`src/hdl/rept_pkg.sv`:
```
`timescale 1ns / 1ps
// ---------------------------------------------------------------------------
// rept_pkg - shared types and constants for the rotary encoder tracker
// Register indexes, configuration bundle and reset values.
// ---------------------------------------------------------------------------
package rept_pkg;

	// default widths for the top-level parameters
	localparam int REPT_POSITION_BITS = 16;
	localparam int REPT_TIME_BITS     = 32;

	// configuration port index width
	localparam int CFG_IDX_W = 3;

	// configuration register indexes
	typedef enum logic [CFG_IDX_W-1:0] {
		REG_MIN_POSITION  = 3'd0,
		REG_MAX_POSITION  = 3'd1,
		REG_STEP_NORMAL   = 3'd2,
		REG_STEP_FAST     = 3'd3,
		REG_WRAP_ENABLE   = 3'd4,
		REG_DETENT_TMO    = 3'd5,
		REG_FAST_WINDOW   = 3'd6
	} rept_reg_idx_t;

	// register reset values
	localparam logic [7:0]  STEP_NORMAL_RST    = 8'd1;
	localparam logic [7:0]  STEP_FAST_RST      = 8'd1;
	localparam logic        WRAP_ENABLE_RST    = 1'b0;
	localparam logic [15:0] DETENT_TMO_RST     = 16'd2500;
	localparam logic [15:0] FAST_WINDOW_RST    = 16'd300;

	// fixed-width step and timing settings
	typedef struct packed {
		logic [7:0]  step_normal;
		logic [7:0]  step_fast;
		logic        wrap_enable;
		logic [15:0] detent_timeout_ms;
		logic [15:0] fast_window_ms;
	} rept_cfg_t;

endpackage

```
`src/hdl/rept_cfg_regs.sv`:
```
`timescale 1ns / 1ps
// ---------------------------------------------------------------------------
// rept_cfg_regs - configuration register file
// Write-only registers loaded from the plain write port.
// ---------------------------------------------------------------------------
module rept_cfg_regs
	import rept_pkg::*;
#(
	parameter int POSITION_BITS = REPT_POSITION_BITS,
	parameter int CFG_W         = (POSITION_BITS > 16) ? POSITION_BITS : 16
) (
	input  logic                            clk,
	input  logic                            arst_n,
	input  logic                            cfg_we,
	input  logic [CFG_IDX_W-1:0]            cfg_index,
	input  logic [CFG_W-1:0]                cfg_wdata,
	output logic signed [POSITION_BITS-1:0] min_position,
	output logic signed [POSITION_BITS-1:0] max_position,
	output rept_cfg_t                       cfg
);

	// reset limits: one above the lowest code, one below the highest
	localparam logic [POSITION_BITS-1:0] MIN_RST =
		{1'b1, {(POSITION_BITS-2){1'b0}}, 1'b1};
	localparam logic [POSITION_BITS-1:0] MAX_RST =
		{1'b0, {(POSITION_BITS-2){1'b1}}, 1'b0};

	logic [POSITION_BITS-1:0] min_q;
	logic [POSITION_BITS-1:0] max_q;
	rept_cfg_t                cfg_q;

	// register writes
	always_ff @(posedge clk or negedge arst_n) begin
		if (!arst_n) begin
			min_q                   <= MIN_RST;
			max_q                   <= MAX_RST;
			cfg_q.step_normal       <= STEP_NORMAL_RST;
			cfg_q.step_fast         <= STEP_FAST_RST;
			cfg_q.wrap_enable       <= WRAP_ENABLE_RST;
			cfg_q.detent_timeout_ms <= DETENT_TMO_RST;
			cfg_q.fast_window_ms    <= FAST_WINDOW_RST;
		end else if (cfg_we) begin
			unique case (cfg_index)
				REG_MIN_POSITION: min_q                   <= cfg_wdata[POSITION_BITS-1:0];
				REG_MAX_POSITION: max_q                   <= cfg_wdata[POSITION_BITS-1:0];
				REG_STEP_NORMAL:  cfg_q.step_normal       <= cfg_wdata[7:0];
				REG_STEP_FAST:    cfg_q.step_fast         <= cfg_wdata[7:0];
				REG_WRAP_ENABLE:  cfg_q.wrap_enable       <= cfg_wdata[0];
				REG_DETENT_TMO:   cfg_q.detent_timeout_ms <= cfg_wdata[15:0];
				REG_FAST_WINDOW:  cfg_q.fast_window_ms    <= cfg_wdata[15:0];
				default: ;
			endcase
		end
	end

	assign min_position = $signed(min_q);
	assign max_position = $signed(max_q);
	assign cfg          = cfg_q;

endmodule

```
`src/hdl/rept_step_logic.sv`:
```
`timescale 1ns / 1ps
// ---------------------------------------------------------------------------
// rept_step_logic - next-state logic for one item
// Arms on A falling, steps on A rising, clamps or wraps, loads writes.
// ---------------------------------------------------------------------------
module rept_step_logic
	import rept_pkg::*;
#(
	parameter int POSITION_BITS = REPT_POSITION_BITS,
	parameter int TIME_BITS     = REPT_TIME_BITS
) (
	// item
	input  logic                            mode,
	input  logic                            a_level,
	input  logic                            b_level,
	input  logic [TIME_BITS-1:0]            now_ms,
	input  logic signed [POSITION_BITS-1:0] new_position,
	// settings
	input  logic signed [POSITION_BITS-1:0] min_position,
	input  logic signed [POSITION_BITS-1:0] max_position,
	input  rept_cfg_t                       cfg,
	// current state
	input  logic signed [POSITION_BITS-1:0] cur_pos,
	input  logic [TIME_BITS-1:0]            press_time,
	input  logic                            press_pending,
	input  logic                            dir_down,
	input  logic [TIME_BITS-1:0]            last_step_time,
	// next state
	output logic signed [POSITION_BITS-1:0] cur_pos_n,
	output logic [TIME_BITS-1:0]            press_time_n,
	output logic                            press_pending_n,
	output logic                            dir_down_n,
	output logic [TIME_BITS-1:0]            last_step_time_n,
	// result flags
	output logic                            stepped,
	output logic                            write_accepted
);

	// two guard bits hold any position plus or minus an 8-bit step
	localparam int WW = POSITION_BITS + 2;

	logic [TIME_BITS-1:0]     held;
	logic [TIME_BITS-1:0]     since_last;
	logic [TIME_BITS-1:0]     tmo;
	logic [TIME_BITS-1:0]     fast_win;
	logic [7:0]               inc;
	logic signed [WW-1:0]     cur_w;
	logic signed [WW-1:0]     min_w;
	logic signed [WW-1:0]     max_w;
	logic signed [WW-1:0]     inc_w;
	logic signed [WW-1:0]     moved;
	logic signed [WW-1:0]     upper_chk;
	logic signed [WW-1:0]     lower_chk;
	logic signed [POSITION_BITS-1:0] step_pos;
	logic                     write_ok;

	// elapsed times, modulo the timestamp width
	assign held       = now_ms - press_time;
	assign since_last = now_ms - last_step_time;
	assign tmo        = TIME_BITS'(cfg.detent_timeout_ms);
	assign fast_win   = TIME_BITS'(cfg.fast_window_ms);

	// step size and wide move
	assign inc   = (since_last < fast_win) ? cfg.step_fast : cfg.step_normal;
	assign cur_w = WW'(cur_pos);
	assign min_w = WW'(min_position);
	assign max_w = WW'(max_position);
	assign inc_w = $signed(WW'(inc));
	assign moved = dir_down ? (cur_w - inc_w) : (cur_w + inc_w);

	// upper check first, lower check on its result
	assign upper_chk = (moved > max_w) ? (cfg.wrap_enable ? min_w : max_w) : moved;
	assign lower_chk = (upper_chk < min_w) ? (cfg.wrap_enable ? max_w : min_w) : upper_chk;
	assign step_pos  = lower_chk[POSITION_BITS-1:0];

	assign write_ok = (new_position >= min_position) && (new_position <= max_position);

	// per-item decision
	always_comb begin
		cur_pos_n        = cur_pos;
		press_time_n     = press_time;
		press_pending_n  = press_pending;
		dir_down_n       = dir_down;
		last_step_time_n = last_step_time;
		stepped          = 1'b0;
		write_accepted   = 1'b0;
		if (mode) begin
			if (write_ok) begin
				cur_pos_n      = new_position;
				write_accepted = 1'b1;
			end
		end else if (!a_level) begin
			// falling A: arm, or re-arm once the old press has expired
			if (!press_pending || (held > tmo)) begin
				press_time_n    = now_ms;
				press_pending_n = 1'b1;
				dir_down_n      = b_level;
			end
		end else if (press_pending) begin
			// rising A: step if within the timeout, always disarm
			if (held < tmo) begin
				last_step_time_n = now_ms;
				cur_pos_n        = step_pos;
				stepped          = (step_pos != cur_pos);
			end
			press_pending_n = 1'b0;
			press_time_n    = '0;
		end
	end

endmodule

```
`src/hdl/rotary_encoder_position_tracker.sv`:
```
`timescale 1ns / 1ps
// ---------------------------------------------------------------------------
// rotary_encoder_position_tracker - encoder position with acceleration
// Tracks a detent position from channel-A edge events and position writes.
// ---------------------------------------------------------------------------
//  channel | handshake          | payload
//  --------+--------------------+-------------------------------------------
//  in      | in_valid/in_stall  | mode, a_level, b_level, now_ms, new_position
//  out     | out_valid/out_stall| position, stepped, write_accepted
//  cfg     | cfg_we             | cfg_index, cfg_wdata
//
// One item per cycle while the output is not stalled.
// Items land in an input register; the step logic then updates the tracker
// state and the result register once the result register can take the item.
// A stalled result holds the pipe; the input register still takes an item
// while the result register is full, as long as it is itself empty. Reset
// clears the tracker state and reloads the register defaults.
// ---------------------------------------------------------------------------
module rotary_encoder_position_tracker
	import rept_pkg::*;
#(
	parameter int POSITION_BITS = REPT_POSITION_BITS,
	parameter int TIME_BITS     = REPT_TIME_BITS,
	parameter int CFG_W         = (POSITION_BITS > 16) ? POSITION_BITS : 16
) (
	input  logic                            clk,
	input  logic                            arst_n,
	// input channel
	input  logic                            in_valid,
	output logic                            in_stall,
	input  logic                            mode,
	input  logic                            a_level,
	input  logic                            b_level,
	input  logic [TIME_BITS-1:0]            now_ms,
	input  logic signed [POSITION_BITS-1:0] new_position,
	// output channel
	output logic                            out_valid,
	input  logic                            out_stall,
	output logic signed [POSITION_BITS-1:0] position,
	output logic                            stepped,
	output logic                            write_accepted,
	// configuration
	input  logic                            cfg_we,
	input  logic [CFG_IDX_W-1:0]            cfg_index,
	input  logic [CFG_W-1:0]                cfg_wdata
);

	logic signed [POSITION_BITS-1:0] min_position;
	logic signed [POSITION_BITS-1:0] max_position;
	rept_cfg_t                       cfg;

	// input register
	logic                            valid_s1;
	logic                            mode_s1;
	logic                            a_level_s1;
	logic                            b_level_s1;
	logic [TIME_BITS-1:0]            now_ms_s1;
	logic signed [POSITION_BITS-1:0] new_position_s1;

	// tracker state
	logic signed [POSITION_BITS-1:0] cur_pos_q;
	logic [TIME_BITS-1:0]            press_time_q;
	logic                            press_pending_q;
	logic                            dir_down_q;
	logic [TIME_BITS-1:0]            last_step_time_q;

	logic signed [POSITION_BITS-1:0] cur_pos_n;
	logic [TIME_BITS-1:0]            press_time_n;
	logic                            press_pending_n;
	logic                            dir_down_n;
	logic [TIME_BITS-1:0]            last_step_time_n;
	logic                            stepped_n;
	logic                            write_accepted_n;

	// result register
	logic                            out_valid_q;
	logic signed [POSITION_BITS-1:0] position_q;
	logic                            stepped_q;
	logic                            write_accepted_q;

	logic                            in_fire;
	logic                            s1_fire;

	rept_cfg_regs #(
		.POSITION_BITS (POSITION_BITS),
		.CFG_W         (CFG_W)
	) u_cfg (
		.clk          (clk),
		.arst_n       (arst_n),
		.cfg_we       (cfg_we),
		.cfg_index    (cfg_index),
		.cfg_wdata    (cfg_wdata),
		.min_position (min_position),
		.max_position (max_position),
		.cfg          (cfg)
	);

	// flow control: stage 1 moves when the result register frees up
	assign s1_fire  = valid_s1 && (!out_valid_q || !out_stall);
	assign in_stall = valid_s1 && !s1_fire;
	assign in_fire  = in_valid && !in_stall;

	// input register
	always_ff @(posedge clk or negedge arst_n) begin
		if (!arst_n) begin
			valid_s1 <= 1'b0;
		end else if (in_fire) begin
			valid_s1 <= 1'b1;
		end else if (s1_fire) begin
			valid_s1 <= 1'b0;
		end
	end

	always_ff @(posedge clk) begin
		if (in_fire) begin
			mode_s1         <= mode;
			a_level_s1      <= a_level;
			b_level_s1      <= b_level;
			now_ms_s1       <= now_ms;
			new_position_s1 <= new_position;
		end
	end

	rept_step_logic #(
		.POSITION_BITS (POSITION_BITS),
		.TIME_BITS     (TIME_BITS)
	) u_step (
		.mode             (mode_s1),
		.a_level          (a_level_s1),
		.b_level          (b_level_s1),
		.now_ms           (now_ms_s1),
		.new_position     (new_position_s1),
		.min_position     (min_position),
		.max_position     (max_position),
		.cfg              (cfg),
		.cur_pos          (cur_pos_q),
		.press_time       (press_time_q),
		.press_pending    (press_pending_q),
		.dir_down         (dir_down_q),
		.last_step_time   (last_step_time_q),
		.cur_pos_n        (cur_pos_n),
		.press_time_n     (press_time_n),
		.press_pending_n  (press_pending_n),
		.dir_down_n       (dir_down_n),
		.last_step_time_n (last_step_time_n),
		.stepped          (stepped_n),
		.write_accepted   (write_accepted_n)
	);

	// tracker state update
	always_ff @(posedge clk or negedge arst_n) begin
		if (!arst_n) begin
			cur_pos_q        <= '0;
			press_time_q     <= '0;
			press_pending_q  <= 1'b0;
			dir_down_q       <= 1'b0;
			last_step_time_q <= '0;
		end else if (s1_fire) begin
			cur_pos_q        <= cur_pos_n;
			press_time_q     <= press_time_n;
			press_pending_q  <= press_pending_n;
			dir_down_q       <= dir_down_n;
			last_step_time_q <= last_step_time_n;
		end
	end

	// result register
	always_ff @(posedge clk or negedge arst_n) begin
		if (!arst_n) begin
			out_valid_q <= 1'b0;
		end else if (s1_fire) begin
			out_valid_q <= 1'b1;
		end else if (!out_stall) begin
			out_valid_q <= 1'b0;
		end
	end

	always_ff @(posedge clk) begin
		if (s1_fire) begin
			position_q       <= cur_pos_n;
			stepped_q        <= stepped_n;
			write_accepted_q <= write_accepted_n;
		end
	end

	assign out_valid      = out_valid_q;
	assign position       = position_q;
	assign stepped        = stepped_q;
	assign write_accepted = write_accepted_q;

	// a result never reports both a step and an accepted write
	a_flags_exclusive: assert property (@(posedge clk) disable iff (!arst_n)
		out_valid |-> !(stepped && write_accepted))
		else $error("stepped and write_accepted both set");

	// an accepted write always lies inside the limits
	a_write_in_range: assert property (@(posedge clk) disable iff (!arst_n)
		(out_valid && write_accepted) |->
			((position >= min_position) && (position <= max_position)))
		else $error("accepted write outside limits");

	// a rising A edge event always leaves the tracker disarmed
	a_rise_disarms: assert property (@(posedge clk) disable iff (!arst_n)
		(s1_fire && !mode_s1 && a_level_s1) |=> !press_pending_q)
		else $error("press still pending after rising edge");

	// the reported position follows the tracker state
	a_pos_tracks_state: assert property (@(posedge clk) disable iff (!arst_n)
		s1_fire |=> (position == cur_pos_q))
		else $error("result position differs from state");

	// stall is raised only while the input register holds an item
	a_stall_has_item: assert property (@(posedge clk) disable iff (!arst_n)
		in_stall |-> (valid_s1 && out_valid_q && out_stall))
		else $error("input stalled without a blocked item");

endmodule
```
`config.mk`:
```
export PLATFORM = sky130hd
export DESIGN_NAME = rotary_encoder_position_tracker
export DESIGN_NICKNAME = d
export VERILOG_FILES = /design/src/hdl/rept_pkg.sv /design/src/hdl/rept_cfg_regs.sv /design/src/hdl/rept_step_logic.sv /design/src/hdl/rotary_encoder_position_tracker.sv
export SDC_FILE = /design/constraint.sdc
export NUM_CORES = 1
export LEC_CHECK = 0
export BUFFER_PORTS_ARGS = -buffer_cell sky130_fd_sc_hd__buf_4
export CELL_PAD_IN_SITES_DETAIL_PLACEMENT = 0
export CELL_PAD_IN_SITES_GLOBAL_PLACEMENT = 1
export CORE_UTILIZATION = 50
export CTS_BUF_LIST = sky130_fd_sc_hd__clkbuf_2 sky130_fd_sc_hd__clkbuf_4 sky130_fd_sc_hd__clkbuf_8
export CTS_CLUSTER_DIAMETER = 40
export DETAILED_ROUTE_END_ITERATION = 16
export GPL_TIMING_DRIVEN = 0
export PLACE_DENSITY_LB_ADDON = 0.1
export SLEW_MARGIN = 10
export SYNTH_ARGS = -nofsm -noshare
export SYNTH_HDL_FRONTEND = slang
export SYNTH_SLANG_ARGS = --single-unit
```
`constraint.sdc`:
```
create_clock -name clk -period 17.5 [get_ports clk]
set_input_delay 1.75 -clock clk [delete_from_list [all_inputs] [get_ports clk]]
set_output_delay 1.75 -clock clk [all_outputs]
set_load 0.02 [all_outputs]
```
# Yosys cells after proc, flatten, opt, wreduce, memory -nomap -nowiden
# Index checks and enable logic that the tools add are counted.
dict set report classes {
  n_addsub 4
  n_lt_le_gt_ge 7
  eq_ne 9
  n_mux 21
  bitwise_logic 4
  reduce_logical 26
}
# op n
set ops {}
lappend ops {{$mux W16} 7}
lappend ops {{$mux W32} 3}
lappend ops {{$lt A32 B16 Y1} 2}
lappend ops {{$sub A32 B32 Y32} 2}
lappend ops {{$mux W18} 3}
lappend ops {{$gt A32 B16 Y1} 1}
lappend ops {{$gt A18 B16 Y1} 1}
lappend ops {{$lt A18 B16 Y1} 1}
lappend ops {{$add A16 B9 Y17} 1}
lappend ops {{$sub A16 B9 Y17} 1}
lappend ops {{$ge A16 B16 Y1} 1}
lappend ops {{$le A16 B16 Y1} 1}
lappend ops {{$ne A16 B16 Y1} 1}
lappend ops {{$reduce_and A2 Y1} 7}
lappend ops {{$eq A3 B3 Y1 const B} 3}
lappend ops {{$mux W8} 1}
lappend ops {{$reduce_and A4 Y1} 2}
lappend ops {{$mux W1} 7}
lappend ops {{$eq A3 B2 Y1 const B} 2}
lappend ops {{$logic_not A1 Y1} 5}
lappend ops {{$reduce_and A5 Y1} 1}
lappend ops {{$logic_and A1 B1 Y1} 4}
lappend ops {{$ne A2 B1 Y1 const B} 2}
lappend ops {{$not A1 Y1} 4}
lappend ops {{other kinds (6)} 8}
dict set report word_totals {
  register_bits 234
  input_bits 75
  out_inout_bits 20
  elab_cells 93
}

# Longest topological paths before layout
# Gate-level depths: netlist of the first run.
dict set report logic_depth {
  depth_word 13
  depth_mapped 62
  depth_no_buf 59
}

# By module
# From an unflattened synthesis of the first run, not the netlist that was laid out.
dict set report unflattened {
  cells_unflattened 1865
  hier_area_um2 18794.3
}
# module n_inst cells_each area_per_inst_um2 seq_area_each_um2
set modules_own_cells {}
lappend modules_own_cells {rept_step_logic 1 1436 10042.1 0.0}
lappend modules_own_cells {rotary_encoder_position_tracker 1 250 5571.6 4174.0}
lappend modules_own_cells {rept_cfg_regs 1 179 3180.6 2060.7}

# Least setup slack after synthesis of the first run
# OpenSTA, ideal clock, no wires.
dict set report synth_path {
  kind {register to register}
  startpoint {register now_ms_s1[0]}
  endpoint {register stepped_q, in the netlist stepped, data pin}
  t_arrival_ns 11.883
  slack_ns 5.354
  stages_incl_launch_ff 60
  path_buffers 4
  period_less_slack_ns 12.146
  cell_sequence {edfxtp_1 -> inv_1 -> ha_1 -> fa_1 -> nor2b_1 -> o2111ai_1 -> a21oi_1 -> nor3_1 -> o21bai_1 -> a21oi_1 -> xnor2_1 -> ha_1 -> a21o_1 -> a2111oi_0 -> o211ai_1 -> nor4b_2 -> and3_1 -> buf_4 -> [... 24 more ...] -> o41ai_1 -> buf_2 -> clkinv_1 -> o21a_1 -> ha_1 -> nand2_1 -> or3_1 -> or4_1 -> a211oi_1 -> mux2_2 -> o21ai_1 -> buf_2 -> mux2_2 -> xnor2_1 -> a221oi_1 -> nand4_1 -> nor3_1 -> a31oi_1}
}
dict set report synth_via {
  elab_chain_cells 10
  elab_cells_between_ends 15
  classes_between {add/sub: 4; order compare: 4; eq/ne: 1; mux: 4; bitwise: 1; reduce/logical: 1}
}
# item line_no
set synth_rtl {}
lappend synth_rtl {{from (decl)} rotary_encoder_position_tracker.sv:57} ;# logic [TIME_BITS-1:0] now_ms_s1;
lappend synth_rtl {{from (signal assigned)} rotary_encoder_position_tracker.sv:119} ;# now_ms_s1 <= now_ms;
lappend synth_rtl {{$sub A32 B32 Y32} rept_step_logic.sv:59} ;# assign since_last = now_ms - last_step_time;
lappend synth_rtl {{$lt A32 B16 Y1} rept_step_logic.sv:64} ;# assign inc = (since_last < fast_win) ? cfg.step_fast : cfg.step_normal;
lappend synth_rtl {{$mux W8} rept_step_logic.sv:64}
lappend synth_rtl {{$add A16 B9 Y17 or $sub A16 B9 Y17 (tied branches)} rept_step_logic.sv:69} ;# assign moved = dir_down ? (cur_w - inc_w) : (cur_w + inc_w);
lappend synth_rtl {{$mux W18} rept_step_logic.sv:69}
lappend synth_rtl {{$gt A18 B16 Y1} rept_step_logic.sv:72} ;# assign upper_chk = (moved > max_w) ? (cfg.wrap_enable ? min_w : max_w) : moved;
lappend synth_rtl {{$mux W18} rept_step_logic.sv:72}
lappend synth_rtl {{$lt A18 B16 Y1} rept_step_logic.sv:73} ;# assign lower_chk = (upper_chk < min_w) ? (cfg.wrap_enable ? max_w : min_w) : upper_chk;
lappend synth_rtl {{$mux W16} rept_step_logic.sv:73}
lappend synth_rtl {{$ne A16 B16 Y1} rept_step_logic.sv:104} ;# stepped = (step_pos != cur_pos);
lappend synth_rtl {{to (signal assigned)} rotary_encoder_position_tracker.sv:181} ;# stepped_q <= stepped_n;
lappend synth_rtl {{to (decl)} rotary_encoder_position_tracker.sv:78} ;# logic stepped_q;
# Several ways; a longest one is shown, not always the timed one.
# A chain may end at the register's enable or synchronous reset.

# Final worst setup path of the first run
# Ends and elaborated chain as after synthesis.

==> flow_metrics.tcl, run 1 <==
set metrics [dict create \
    drc 0 \
    cp.required_ns 17.86 \
    hold_path_class "flip-flop to flip-flop" \
    syn-instance-count 1774 \
    clock-sinks 234 \
    fin_tns_setup_ns 0 \
    synth_nets 2029 \
    numCtsBuffers 46 \
    cp_common_cell "ha_1" \
    slowest_stage "a2111oi_0" \
    p_int_mw 1.92 \
    fin_skew_ns 0.0243 \
    htree_levels 2 \
    port_buffers 92 \
    p_per_area_nw_per_um2 179 \
    synthToLayoutAreaGrowth_pct 14.0 \
    die-area_um2 35200 \
    die_w_um 188 \
    netlist.top_cell.by_area "dfrtp_1" \
    cp.arrival_ns 16.13 \
    grt_pass1_vias 13800 \
    core_area_um2 33700 \
    post-route-util_pct 58.3 \
    clk_pin_slew_worst_paths_ns 0.06 \
    synth_warnings 0 \
    grt_max_degree 107 \
    startpoint_type "flip-flop" \
    grt_pass1_wl_um 79300 \
    max_cap_violations 0 \
    clockRootBuffer "clkbuf_8" \
    cts_buffer_depth 3 \
    drt_wl_total_um 51200 \
    layout_commonest_cell "inv_1" \
    seqPwrFrac_pct 21.5 \
    die_y_um 188 \
    finalPower_mw 3.52 \
    hold_violations 0 \
    drtIter0Drc 833 \
    p_leak_nw 8.79 \
    pin_count 95 \
    ir_worst_vdd_mv 0.164 \
    ys_seq_area_share_pct 36.2 \
    combinationalPowerShare_pct 59.5 \
    fmax_mhz 63.4 \
    num_vias 14000 \
    async_flop_share_pct 70.5 \
    drv_slew 0 \
    rows 67 \
    clkPwrFrac_pct 19.0 \
    slew_headroom_pct 13.4 \
    rsz0062_at_grt "false" \
    p_sw_mw 1.61 \
    nets 2171 \
    synth_cell_types 93 \
    status "finished, final reports clean" \
    min_period_over_period_pct 90.1 \
    worstSetupPathType "flip-flop to flip-flop" \
    ys_ff_latch 234 \
    drt-pass1-iter-count 5 \
    antenna_left 0 \
    cts_resized 0 \
    synth_ff_type "dfrtp_1" \
    end_kind "flip-flop" \
    clock_latency_ns 0.63 \
    max_stage_delay_ns 0.72 \
    vias_per_cell 5.84 \
    wl_per_cell_um 21.3 \
    final_cell_mix "inv_1, ha_1, dfrtp_1, nand2_1, o21ai_0" \
    setup_slack_ns 1.73 \
    dp_hpwl_um 39900 \
    setup_viol 0 \
    path_max_fanout 10 \
    cts_hold_buffers 0 \
    layout-drive-gt1-share_pct 18.5 \
    antenna_found_initial 0 \
    place_ws_ns 1.91 \
    syn-cell-area_um2 17200 \
    track_usage_pct 29.4 \
    layout_min_cycle_time_ns 15.77 \
    start_util_pct 51.2 \
    grt-ovfl-total 0 \
    cts_setup_buffers 0 \
    yosysTopAreaCellShare_pct 20.0 \
    sw_frac_of_total_pct 45.6 \
    gp_congestion 1.01 \
    synth-edff-count 69 \
    syn_area_per_cell_um2 9.72 \
    synth_area_leaders "dfrtp_1, ha_1, edfxtp_1, mux2_2, dfstp_2" \
    cts_tree "yes" \
    tightest_slew_ns 1.29 \
]
==> cell usage after synthesis, types with 29 or more instances <==
master	instances
inv_1	182
ha_1	177
dfrtp_1	138
nand2_1	128
o21ai_0	117
a21oi_1	93
nor2_1	80
mux2_2	71
edfxtp_1	69
xnor2_1	62
a21o_1	58
o21a_1	35
a22o_1	33
clkbuf_1	32
nand4_1	32
mux2_4	29
nand3_1	29
==> power groups by stage <==
stage          logic [mW]  registers [mW]  clock network (mW)
6_report             2.09           0.759               0.668
5_1_grt              2.27           0.769               0.702
3_3_place_gp         2.06           0.763                   0
4_1_cts              2.08           0.757               0.679
3_5_place_dp         2.06           0.766                   0
2_1_floorplan        1.44           0.746                   0
==> sequential cells by signal (all words and copies together) (netlist names) <==
signal / flops
a_level_s1: 1
b_level_s1: 1
cur_pos_q: 16
dir_down_q: 1
last_step_time_q: 32
mode_s1: 1
new_position_s1: 16
now_ms_s1: 32
out_valid: 1
position: 16
press_pending_q: 1
press_time_q: 32
stepped: 1
u_cfg.cfg: 49
u_cfg.max_position: 16
u_cfg.min_position: 16
valid_s1: 1
write_accepted: 1
==> worst paths after layout <==
path,start,endpoint,slack [ns],depth (start not counted)
min in group asynchronous,arst_n,u_cfg.min_position[2],1.04,1
max in group asynchronous,arst_n,press_time_q[16],15.53,2
hold reg to reg,press_time_q[15],press_time_q[15],0.49,1
hold / removal,press_time_q[15],press_time_q[15],0.49,1
setup / recovery,now_ms_s1[0],stepped,1.73,61
setup reg to reg,now_ms_s1[0],stepped,1.73,61
==> stage by stage <==
step	instances	hold WS (ns)	cell area, um2
2_1_floorplan	1774	0.454	17200
3_3_place_gp	2314	0.468	18500
3_5_place_dp	2316	0.482	18600
4_1_cts	2401	0.500	19700
5_1_grt	2401	0.509	19700
6_report	2402	0.494	19700
==> cells by family (layout without fill, tap and decap cells) <==
kind of cell             after synthesis  count (layout)  share of synthesized area (%)
buffers and inverters                239             418                           5.73
AND/OR/NAND/NOR                      413             413                           12.2
other                                  0               1                              0
flip-flops                           234             234                           36.2
multiplexers                         126             126                           8.82
XOR/XNOR                              83              83                           4.22
AO/OA/AOI/OAI                        499             499                           19.6
adder cells (fa/ha/maj)              180             180                           13.2
==> per-layer routing <==
| layer | global-route usage (%) | vias to the layer above | wire [um] | share of wire, % |
|---|---|---|---|---|
| met1 | 37.0 | 6737 | 21700 | 42 |
| li1 | - | 6761 | - | - |
| met3 | 4.40 | 131 | 2460 | 4.8 |
| met5 | 0 | - | 0 | 0 |
| met2 | 48.2 | 397 | 23900 | 47 |
| met4 | 17.1 | 0 | 3080 | 6.0 |
==> critical path, delay by kind of cell, from the launching register on <==
family          cells  cell delay (ns)
xor+xnor            4             0.79
flops               1             0.37
compound gates     22             5.98
mux                 2             0.98
buf+inv             7             1.70
simple gates       19             3.78
fa+ha+maj           7             1.86
==> area by class of cell <==
type	count	area, um2
fill	3021	14000
multi-input combinational	1301	10000
sequential	234	6230
clock buffer	64	806
timing repair buffer	94	737
inverter	184	691
tap	448	561
clock inverter	21	303
buffer	55	298
antenna	1	2.50
No activity file was read; power rests on OpenSTA's default activity.
==> inputs of run 2 (changes only) <==
--- a/config.mk
+++ b/config.mk
@@ -11,8 +11,8 @@
 export CORE_UTILIZATION = 50
 export CTS_BUF_LIST = sky130_fd_sc_hd__clkbuf_2 sky130_fd_sc_hd__clkbuf_4 sky130_fd_sc_hd__clkbuf_8
 export CTS_CLUSTER_DIAMETER = 40
+export CTS_CLUSTER_SIZE = 30
 export DETAILED_ROUTE_END_ITERATION = 16
-export GPL_TIMING_DRIVEN = 0
 export PLACE_DENSITY_LB_ADDON = 0.1
 export SLEW_MARGIN = 10
 export SYNTH_ARGS = -nofsm -noshare
==> flow_metrics.tcl, run 2 (synthesis gave the netlist of run 1 again) <==
set metrics [dict create \
    status "finished, final reports clean" \
    drtIter0Drc 738 \
    cts_hold_buffers 0 \
    end_kind "flip-flop" \
    worstHoldEndpoint "out_valid" \
    cts_setup_buffers 0 \
    cp.required_ns 17.86 \
    start_util_pct 51.2 \
    final_cell_mix "inv_1, ha_1, dfrtp_1, nand2_1, o21ai_0" \
    die-area_um2 35200 \
    finalPower_mw 3.42 \
    drc 0 \
    hold_path_class "flip-flop to flip-flop" \
    vias_per_cell 5.77 \
    cts_tree "yes" \
    path_max_fanout 20 \
    grt_pass1_vias 13800 \
    whs_ns 0.486 \
    antenna_left 0 \
    largest_reg_flops 49 \
    layout-drive-gt1-share_pct 18.4 \
    drt_wl_total_um 50500 \
    die_y_um 188 \
    worstSetupPathType "flip-flop to flip-flop" \
    nets 2126 \
    p_per_area_nw_per_um2 177 \
    clock-sinks 234 \
    clockRootBuffer "clkbuf_8" \
    antenna_found_initial 0 \
    ir_worst_vdd_mv 0.138 \
    core_area_um2 33700 \
    die_w_um 188 \
    grt-ovfl-total 0 \
    slew_headroom_pct 23.0 \
    synthToLayoutAreaGrowth_pct 12.5 \
    dpl_cell_area_um2 18300 \
    startpoint_type "flip-flop" \
    dp_hpwl_um 38900 \
    grt_pass1_wl_um 78900 \
    cp_common_cell "ha_1" \
    drt-pass1-iter-count 5 \
    pin_count 95 \
    min_period_over_period_pct 85.4 \
    drv_slew 0 \
    layout_min_cycle_time_ns 14.94 \
    slowest_stage "and3_1" \
    max_cap_violations 0 \
    grt_max_degree 95 \
    fin_skew_ns 0.0518 \
    fmax_mhz 66.9 \
    post-route-util_pct 57.5 \
    rr_endpoint "stepped" \
    hold_violations 0 \
    reg2reg_slack_ns 2.56 \
    tightest_slew_ns 1.15 \
    setup_viol 0 \
    p_leak_nw 8.64 \
    fin_tns_setup_ns 0 \
    clock_latency_ns 0.64 \
    htree_levels 2 \
    rr_startpoint "now_ms_s1[0]" \
    port_buffers 94 \
    clk_pin_slew_worst_paths_ns 0.07 \
    final_area_um2 19400 \
    rsz0062_at_grt "false" \
    track_usage_pct 29.1 \
    cts_resized 0 \
    fill_cells 3008 \
    layout_commonest_cell "inv_1" \
    gp_congestion 0.968 \
    max_stage_delay_ns 0.68 \
    numCtsBuffers 43 \
    rows 67 \
    hold_path.startpoint "valid_s1" \
    cts_buffer_depth 3 \
    num_vias 13600 \
    cp.arrival_ns 15.30 \
    hold_depth 1 \
    r2r_cells 57 \
    wl_per_cell_um 21.5 \
]
==> run 2: cell count changes in the layout (fill, tap and decap cells not counted), sizes merged <==
cell / before / now
clkbuf: 97 / 47
inv: 184 / 190
clkinvlp: 0 / 6
buf: 116 / 107
==> run 2: cell type report <==
type / count / area, um2 / area share (%)
Multi-Input combinational cell: 1301 / 10000 / 51.8
Sequential cell: 234 / 6240 / 32.2
Timing Repair Buffer: 107 / 807 / 4.16
Inverter: 184 / 691 / 3.56
Clock buffer: 47 / 622 / 3.21
Tap cell: 448 / 561 / 2.89
Clock inverter: 33 / 429 / 2.21
Antenna cell: 1 / 2.50 / 0.0129
==> run 2: routing by layer <==
layer	wire length (um)	vias up	part of all wire, %	GRT usage [%]
met2	24300	284	48	49.4
met3	1640	102	3.2	3.57
met1	22200	6523	44	36.7
met5	0	-	0	0
met4	2400	0	4.7	14.4
li1	-	6671	-	-
==> run 2: worst max-delay path, delay by kind of cell (launching register included) <==
| kind | cells | cell delay (ns) |
|---|---|---|
| AND/OR/NAND/NOR | 22 | 5.86 |
| AO/OA/AOI/OAI | 17 | 3.77 |
| adder cells (fa/ha/maj) | 7 | 2.15 |
| buffers and inverters | 4 | 1.03 |
| multiplexers | 4 | 1.02 |
| XOR/XNOR | 3 | 0.46 |
| flip-flops | 1 | 0.37 |
==> run 2: per-stage QoR <==
stage	setup slack [ns]	std cells
floorplan	5.35	1774
global placement	3.22	2274
detailed placement	2.88	2274
CTS	2.82	2354
global route	1.84	2354
finish	2.56	2355
==> run 2: worst max-delay path by stage <==
| stage | startpoint | end | slack [ns] | cells past startpoint |
|---|---|---|---|---|
| after floorplan | now_ms_s1[0] | stepped | 5.35 | 59 |
| after global placement | now_ms_s1[0] | stepped | 3.22 | 56 |
| after detailed placement | now_ms_s1[0] | stepped | 2.88 | 57 |
| after CTS | now_ms_s1[0] | stepped | 2.82 | 57 |
| after global routing | now_ms_s1[0] | stepped | 1.84 | 58 |
| final | now_ms_s1[0] | stepped | 2.56 | 57 |
==> run 2: where the power goes <==
| group | switching [mW] | leakage [nW] | internal (mW) |
|---|---|---|---|
| sequential | 0.0865 | 2.70 | 0.674 |
| combinational | 1.18 | 5.42 | 0.839 |
| clock | 0.284 | 0.519 | 0.359 |
==> inputs of run 3 (changes only) <==
--- a/config.mk
+++ b/config.mk
@@ -6,7 +6,7 @@
 export NUM_CORES = 1
 export LEC_CHECK = 0
 export BUFFER_PORTS_ARGS = -buffer_cell sky130_fd_sc_hd__buf_4
-export CELL_PAD_IN_SITES_DETAIL_PLACEMENT = 0
+export CELL_PAD_IN_SITES_DETAIL_PLACEMENT = 1
 export CELL_PAD_IN_SITES_GLOBAL_PLACEMENT = 1
 export CORE_UTILIZATION = 50
 export CTS_BUF_LIST = sky130_fd_sc_hd__clkbuf_2 sky130_fd_sc_hd__clkbuf_4 sky130_fd_sc_hd__clkbuf_8
@@ -14,6 +14,7 @@
 export CTS_CLUSTER_SIZE = 30
 export DETAILED_ROUTE_END_ITERATION = 16
 export PLACE_DENSITY_LB_ADDON = 0.1
+export REMOVE_ABC_BUFFERS = 1
 export SLEW_MARGIN = 10
 export SYNTH_ARGS = -nofsm -noshare
 export SYNTH_HDL_FRONTEND = slang
==> flow_metrics.tcl, run 3 (synthesis gave the netlist of run 1 again) <==
set metrics [dict create \
    grt_pass1_wl_um 85800 \
    rr_endpoint "stepped" \
    drv_slew 0 \
    ir_worst_vdd_mv 0.110 \
    clk_pin_slew_worst_paths_ns 0.08 \
    worstHoldEndpoint "out_valid" \
    max_stage_delay_ns 0.69 \
    antenna_found_initial 0 \
    port_buffers 94 \
    p_leak_nw 8.59 \
    status "finished, final reports clean" \
    dp_hpwl_um 41600 \
    layout_min_cycle_time_ns 14.67 \
    slowest_stage "and3_1" \
    core_area_um2 33700 \
    wl_per_cell_um 22.8 \
    num_vias 14200 \
    grt-ovfl-total 0 \
    cts_setup_buffers 0 \
    cts_tree "yes" \
    pin_count 95 \
    synthToLayoutAreaGrowth_pct 11.6 \
    numCtsBuffers 42 \
    reg2reg_slack_ns 2.83 \
    nets 2125 \
    die_w_um 188 \
    min_period_over_period_pct 83.8 \
    grt_pass1_vias 15100 \
    fin_skew_ns 0.0345 \
    drc 0 \
    met3_length_um 2080 \
    hold_depth 1 \
    setup_viol 0 \
    drt-pass1-iter-count 5 \
    clock-sinks 234 \
    tightest_slew_ns 1.22 \
    htree_levels 2 \
    gp_congestion 0.982 \
    drt-met1-wl_um 22900 \
    fill_cells 3823 \
    layout_commonest_cell "inv_1" \
    max_cap_violations 0 \
    largest_reg_flops 49 \
    fin_tns_setup_ns 0 \
    path_max_fanout 20 \
    highest_layer "met4" \
    rsz0062_at_grt "false" \
    hold_violations 0 \
    drt_wl_total_um 53600 \
    antenna_left 0 \
    end_kind "flip-flop" \
    p_per_area_nw_per_um2 174 \
    fmax_mhz 68.2 \
    track_usage_pct 31.2 \
    die-area_um2 35200 \
    drtIter0Drc 660 \
    r2r_cells 57 \
    startpoint_type "flip-flop" \
    hold_path_class "flip-flop to flip-flop" \
    grt_max_degree 63 \
    cts_buffer_depth 3 \
    clockRootBuffer "clkbuf_8" \
    rows 67 \
    slew_headroom_pct 17.7 \
    start_util_pct 51.2 \
    cp.arrival_ns 14.99 \
    finalPower_mw 3.34 \
    final_cell_mix "inv_1, ha_1, dfrtp_1, nand2_1, o21ai_0" \
    vias_per_cell 6.03 \
    layout-drive-gt1-share_pct 18.2 \
    die_y_um 188 \
    worstSetupPathType "flip-flop to flip-flop" \
    cp_common_cell "ha_1" \
    clock_latency_ns 0.62 \
    cp.required_ns 17.83 \
    hold_path.startpoint "valid_s1" \
    cts_hold_buffers 0 \
    wl_met2_um 26500 \
    num_antenna_cells 0 \
    cts_resized 0 \
    rr_startpoint "now_ms_s1[0]" \
]
-- run 3: report_power, final --
part / switching [mW] / internal [mW] / leakage, nW
registers: 0.0877 / 0.674 / 2.70
clock network: 0.277 / 0.283 / 0.467
logic: 1.18 / 0.839 / 5.42
total: 1.55 / 1.80 / 8.59
-- run 3: stage by stage --
| stage | worst slack, ns | util [%] | hold WS (ns) | instances | cell area, um2 |
|---|---|---|---|---|---|
| after global routing | 1.52 | 57.1 | 0.509 | 2351 | 19200 |
| after CTS | 2.97 | 57.1 | 0.483 | 2351 | 19200 |
| final | 2.83 | 57.1 | 0.477 | 2351 | 19200 |
| after floorplan | 3.29 | - | 0.454 | 1719 | 16900 |
| after detailed placement | 3.06 | 54.4 | 0.473 | 2274 | 18300 |
| after global placement | 3.52 | 54.4 | 0.456 | 2274 | 18300 |
-- run 3: layout make-up --
class | count | area, um2 | area share, %
Multi-Input combinational cell | 1301 | 10100 | 52.2
Sequential cell | 234 | 6230 | 32.4
Timing Repair Buffer | 107 | 807 | 4.19
Inverter | 184 | 691 | 3.59
Clock buffer | 51 | 671 | 3.48
Tap cell | 448 | 561 | 2.91
Clock inverter | 26 | 229 | 1.19
-- run 3: worst max-delay path: cells and delay by family, from the launching register on --
kind,cells,cell delay (ns)
buffers and inverters,4,0.81
and+or+nand+nor,19,4.75
DFF,1,0.38
xor gates and xnor gates,4,0.59
adders and majority gates,7,2.24
muxes,3,0.92
AOI/OAI and AO/OA,20,4.68
-- run 3: layer usage --
metal / up-vias / track usage (%)
met4: 0 / 13.0
li1: 6663 / -
met1: 7096 / 38.6
met3: 113 / 4.34
met2: 306 / 54.3
met5: - / 0
-- run 3: how the worst max path moves through the flow --
stage            startpoint       to  cells past startpoint
2_1_floorplan  now_ms_s1[0]  stepped                     55
3_3_place_gp   now_ms_s1[1]  stepped                     57
3_5_place_dp   now_ms_s1[0]  stepped                     57
4_1_cts        now_ms_s1[0]  stepped                     58
5_1_grt        now_ms_s1[0]  stepped                     57
6_report       now_ms_s1[0]  stepped                     57
